--- src/hdl/led_pkg.sv ---
// ----------------------------------------------------------------------------
// led_pkg
// Shared types and constants of the Levenshtein edit-operation block.
// ----------------------------------------------------------------------------
package led_pkg;

   localparam int MAX_LEN_DEFAULT = 32;

   localparam int FUNC_W = 2;
   localparam int SYM_W  = 8;
   localparam int KIND_W = 2;
   localparam int POS_W  = 6;

   localparam logic [FUNC_W-1:0] FUNC_APPEND_FIRST  = 2'd0;
   localparam logic [FUNC_W-1:0] FUNC_APPEND_SECOND = 2'd1;
   localparam logic [FUNC_W-1:0] FUNC_RUN           = 2'd2;

   localparam logic [KIND_W-1:0] KIND_INSERT  = 2'd0;
   localparam logic [KIND_W-1:0] KIND_DELETE  = 2'd1;
   localparam logic [KIND_W-1:0] KIND_REPLACE = 2'd2;
   localparam logic [KIND_W-1:0] KIND_EQUAL   = 2'd3;

   // Backtrace decisions of one matrix entry, worked out when it is filled.
   typedef struct packed {
      logic left_ok;
      logic up_ok;
      logic diag_eq;
      logic diag_p1;
   } flags_type;

   typedef enum logic [1:0] {
      DIR_NONE,
      DIR_INS,
      DIR_DEL
   } dir_type;

   typedef enum logic [3:0] {
      ST_IDLE,
      ST_PRE_RD,
      ST_PRE_CMP,
      ST_SUF_RD,
      ST_SUF_CMP,
      ST_LOAD,
      ST_FILL,
      ST_DIST,
      ST_BT_RD,
      ST_BT_STEP,
      ST_EMIT_RD,
      ST_EMIT_LD,
      ST_EMIT_OUT,
      ST_DONE
   } state_type;

endpackage

--- src/hdl/led_cell.sv ---
// ----------------------------------------------------------------------------
// led_cell
// One column of the cost matrix. A row wave passes through the chain; the
// cell computes its entry, keeps it for the next row and stores the
// backtrace flags of the entry in a small per-column memory.
// ----------------------------------------------------------------------------
module led_cell import led_pkg::*; #(
   parameter int MAX_LEN = MAX_LEN_DEFAULT,
   parameter int COL = 1,
   localparam int LW = $clog2(MAX_LEN + 1),
   localparam int CW = LW + 1,
   localparam int IW = (MAX_LEN > 1) ? $clog2(MAX_LEN) : 1
) (
   input  logic             clock,
   input  logic             reset,
   input  logic             init,
   input  logic             load_en,
   input  logic [SYM_W-1:0] load_sym,
   input  logic             in_valid,
   input  logic [IW-1:0]    in_row,
   input  logic [SYM_W-1:0] in_sym,
   input  logic [CW-1:0]    in_left,
   input  logic [CW-1:0]    in_diag,
   output logic             out_valid,
   output logic [IW-1:0]    out_row,
   output logic [SYM_W-1:0] out_sym,
   output logic [CW-1:0]    out_left,
   output logic [CW-1:0]    out_diag,
   output logic [CW-1:0]    up_cost,
   input  logic [IW-1:0]    rd_row,
   output flags_type        rd_flags
);

   logic [SYM_W-1:0] sym_ff;
   logic [CW-1:0]    up_ff;
   logic             valid_ff;
   logic [IW-1:0]    row_ff;
   logic [SYM_W-1:0] psym_ff;
   logic [CW-1:0]    left_ff;
   logic [CW-1:0]    diag_ff;
   flags_type        rd_ff;
   flags_type        flag_mem [MAX_LEN];

   logic             ne;
   logic [CW-1:0]    dsum;
   logic [CW-1:0]    lsum;
   logic [CW-1:0]    usum;
   logic [CW-1:0]    cur;
   flags_type        flags;

   always_comb begin
      ne   = (in_sym != sym_ff);
      dsum = in_diag + CW'(ne);
      lsum = in_left + CW'(1);
      usum = up_ff + CW'(1);
      cur  = dsum;
      if (lsum < cur) begin
         cur = lsum;
      end
      if (usum < cur) begin
         cur = usum;
      end
      flags.left_ok = (cur == lsum);
      flags.up_ok   = (cur == usum);
      flags.diag_eq = (cur == in_diag) && !ne;
      flags.diag_p1 = (cur == in_diag + CW'(1));
   end

   always_ff @(posedge clock) begin
      if (reset) begin
         valid_ff <= 1'b0;
      end else begin
         valid_ff <= in_valid;
      end
   end

   always_ff @(posedge clock) begin
      if (load_en) begin
         sym_ff <= load_sym;
      end
      if (init) begin
         up_ff <= CW'(COL);
      end else if (in_valid) begin
         up_ff <= cur;
      end
      if (in_valid) begin
         flag_mem[in_row] <= flags;
      end
      row_ff  <= in_row;
      psym_ff <= in_sym;
      left_ff <= cur;
      // The diagonal of the next column is this column's previous row.
      diag_ff <= up_ff;
      rd_ff   <= flag_mem[rd_row];
   end

   assign out_valid = valid_ff;
   assign out_row   = row_ff;
   assign out_sym   = psym_ff;
   assign out_left  = left_ff;
   assign out_diag  = diag_ff;
   assign up_cost   = up_ff;
   assign rd_flags  = rd_ff;

endmodule

--- config.mk ---
export PLATFORM = sky130hd
export DESIGN_NAME = led_cell
export DESIGN_NICKNAME = d
export VERILOG_FILES = /design/src/hdl/led_pkg.sv /design/src/hdl/led_cell.sv
export SDC_FILE = /design/constraint.sdc
export NUM_CORES = 1
export LEC_CHECK = 0
export BUFFER_PORTS_ARGS = -buffer_cell sky130_fd_sc_hd__buf_4
export CORE_UTILIZATION = 50
export DETAILED_ROUTE_END_ITERATION = 8
export HOLD_SLACK_MARGIN = 0.03
export PLACE_DENSITY = 0.72
export SYNTH_ARGS = -nofsm -noshare
export SYNTH_HDL_FRONTEND = slang
export SYNTH_SLANG_ARGS = --single-unit
export TNS_END_PERCENT = 30
--- constraint.sdc ---
create_clock -name clock -period 8.75 [get_ports clock]
set_clock_uncertainty 0.2 [all_clocks]
set_input_delay 0.875 -clock clock [delete_from_list [all_inputs] [get_ports clock]]
set_output_delay 0.875 -clock clock [all_outputs]
set_load 0.02 [all_outputs]
==> run_results.csv <==
group,metric,value,unit
layout,nNetsFinal,639,
timing,hold_viol,0,
layout,area_growth,18.74,%
timing,tightestPinTransition,715.2,ps
clock_tree,root_buffer,"clkbuf_16",
timing,fin_crit,7202,ps
logic_synthesis,syn_area_per_cell,15.60,µm²
die,start_util,52.04,%
die,io_pins,84,
worst_hold_path,min_from,"up_cost[6]",
clock_tree,cts_max_level,4,
outcome,outcome,"finished clean",
clock_tree,clock-sinks,175,
grt,grt_overflow,0,
die,die_h,125.9,µm
place,place_hpwl,10970,µm
logic_synthesis,synth_fp_nets,553,
die,core,0.01475,mm²
logic_synthesis,netlist_instances,492,
pwr,power_density,220.6,mW/mm²
die,die_area,0.01585,mm²
route,postRouteAntennaNets,0,
logic_synthesis,synth-main-ff-cell,"edfxtp_1",
worst_hold_path,hold_class,"register to register",
logic_synthesis,ys_ff_latch,175,
place,io_buffer_count,83,
grt,track_usage,21.20,%
clock_tree,cts_tree,"yes",
pwr,ir_worst_vdd,0.0001577,V
worst_hold_path,whs_path_depth,0,
grt,grt_max_degree,33,
clock_tree,cts_buffers,17,
clock_tree,hold_buffers,0,
setup_path,r2r-end,"flag_mem[6][0]",
layout,mostFrequentLayoutCells,"136 x edfxtp_1, 87 x buf_4, 49 x nor2_1",
timing,setup_viol,0,
setup_path,cpMostUsedCell,"ha_1",
flow_run,cap_violations,0,
timing,tns,0,ps
setup_path,cp_slowest_cell,"a21o_1",
layout,final_common_cell,"edfxtp_1",
timing,rsz0062_at_grt,"no",
die,dieWidth,125.9,µm
setup_path,worstPathMaxFanout,32,
logic_synthesis,ys_types,59,
route,dr.pass1.iters,4,
route,drc_errors,0,
grt,grt_pass1_vias,4628,
setup_path,worstPathRequired,8750,ps
timing,fin_hold_ws,198.5,ps
route,drt_iter0_markers,277,
route,viasPerCell,5.770,
place,place_inst,743,
logic_synthesis,syn-cell-area,0.007677,mm²
place,gp_congestion,0.8590,
setup_path,cp_slowest_stage_delay,600,ps
setup_path,path_class,"input pin to register",
clock_tree,clock_latency,420,ps
layout,n_antenna_cell,0,
setup_path,cp.arrival,7200,ps
route,dr_total_vias,4472,
logic_synthesis,seq_area_frac_synth,63.36,%
die,rows,44,
logic_synthesis,synth_warnings,0,
setup_path,r2r_slack,1720,ps
layout,drive_above_1_share,30.63,%
setup_path,rr_startpoint,"sym_ff[1]",
timing,timing.slew.headroom,52.32,%
route,wire_per_inst,20.24,µm
layout,fill_cells,1107,
setup_path,crit_chain,"buf_4 > xor2_1 > nor4_1 > nand2_1 > ha_1 > nand2_1 > xor2_1 > ha_1 > o21a_1 > o22ai_2 > nor3_1 > or3_1 > mux2i_1 > inv_1 > ha_1 > nand4_1 > a21oi_1 > o311a_1 > a21o_1 > mux2i_4 > xnor3_1 > or3_1 > a211oi_2 > buf_4",
clock_tree,clockBufferDepth,2,
clock_tree,clkTransAtPathRegs,60,ps
grt,antenna_found_initial,0,
grt,grt_pass1_wl,25090,µm
timing,max_freq,138.9,MHz
setup_path,r2r_cells,23,
route,routed_wl,15680,µm
layout,final_cells,775,
setup_path,setup.worst_path.start_class,"input pin",
setup_path,end_kind,"register",
worst_hold_path,whs_endpoint,"out_diag[6]",
clock_tree,cts_resized,0,
pwr,p_leak,3.214,nW
timing,fin_crit_sh,82.30,%
logic_synthesis,synthArstFlopShare,0,%
logic_synthesis,synth_edf_count,136,
timing,maxSlewViolCount,0,
clock_tree,postCtsSetupBuffers,0,
-- sequential cells by signal, indices dropped and copies added, names as in the netlist --
| signal | cells |
|---|---|
| out_valid | 1 |
| out_diag | 7 |
| out_left | 7 |
| flag_mem | 128 |
| out_row | 5 |
| sym_ff | 8 |
| rd_flags | 4 |
| out_sym | 8 |
| up_cost | 7 |
-- per-layer routing --
metal	global-route usage [%]	vias to the layer above	routed length, µm
met1	27.99	2222	6689
met4	7.512	0	275
met3	6.032	23	1089
met2	33.73	166	7629
met5	0	-	0
li1	-	2061	-
-- synth_stat cells (all sizes together), types with 4 or more instances --
master | number | area [µm²]
a211oi | 6 | 50.05
a21o | 5 | 37.54
a21oi | 4 | 20.02
and3 | 5 | 31.28
buf | 10 | 58.81
clkbuf | 10 | 37.54
dfxtp | 39 | 780.8
edfxtp | 136 | 4084
ha | 16 | 200.2
inv | 16 | 60.06
mux2 | 8 | 93.84
mux2i | 10 | 120.1
mux4 | 40 | 900.9
nand2 | 13 | 48.80
nand3 | 16 | 85.08
nand3b | 6 | 45.04
nand4 | 7 | 58.81
nor2 | 49 | 183.9
nor4 | 4 | 25.02
o21ai | 6 | 33.78
or3 | 6 | 37.54
xnor2 | 29 | 261.5
xor2 | 16 | 140.1
-- area by class of cell --
type / count / area (µm²) / area share [%]
Clock buffer: 17 / 425.4 / 4.666
Inverter: 16 / 60.06 / 0.6588
Tap cell: 184 / 230.2 / 2.525
Timing Repair Buffer: 87 / 653.1 / 7.164
Sequential cell: 175 / 4865 / 53.36
Multi-Input combinational cell: 281 / 2666 / 29.25
Clock inverter: 15 / 216.5 / 2.374
-- report_power, final --
part           internal [mW]  total [mW]  switching [mW]
clock                  0.506       0.808           0.302
sequential             0.921       0.933          0.0120
combinational          0.117       0.270           0.154
total                   1.54        2.01           0.468
-- worst max-delay path by stage --
stage,from,to,cells after the start
CTS,in_sym[5],flag_mem[21][0],24
global placement,in_sym[1],flag_mem[22][0],24
finish,in_sym[7],flag_mem[6][0],24
global route,in_sym[7],flag_mem[6][0],24
detailed placement,in_sym[5],flag_mem[22][0],24
floorplan,in_sym[7],flag_mem[0][3],25
-- stage by stage --
step | total power [mW] | utilization (%) | cell area, µm² | setup slack (ps)
5_1_grt | 2.085 | 61.79 | 9116 | 1010
4_1_cts | 2.029 | 61.79 | 9116 | 1533
3_5_place_dp | 1.220 | 57.44 | 8474 | 1152
3_3_place_gp | 1.217 | 57.44 | 8474 | 1273
6_report | 2.011 | 61.79 | 9116 | 1548
2_1_floorplan | 1.128 | - | 7677 | 948.7
-- cells by family (layout without fill, tap and decap cells) --
kind of cell / Yosys count / after routing / synth area share, %
AO/OA/AOI/OAI: 36 / 36 / 3.406
XOR/XNOR: 46 / 46 / 5.525
adder cells (fa/ha/maj): 16 / 16 / 2.608
buffers and inverters: 36 / 135 / 2.037
flip-flops: 175 / 175 / 63.36
multiplexers: 58 / 58 / 14.52
AND/OR/NAND/NOR: 125 / 125 / 8.540
-- worst max-delay path: cells and delay by family --
family                     cells  cell delay (ps)
buffers and inverters          3              530
xor gates and xnor gates       3              770
muxes                          2              930
adders and majority gates      3              850
and+or+nand+nor                7             1600
AOI/OAI and AO/OA              6             1630
Note: power is estimated with default switching activity, not from simulation.
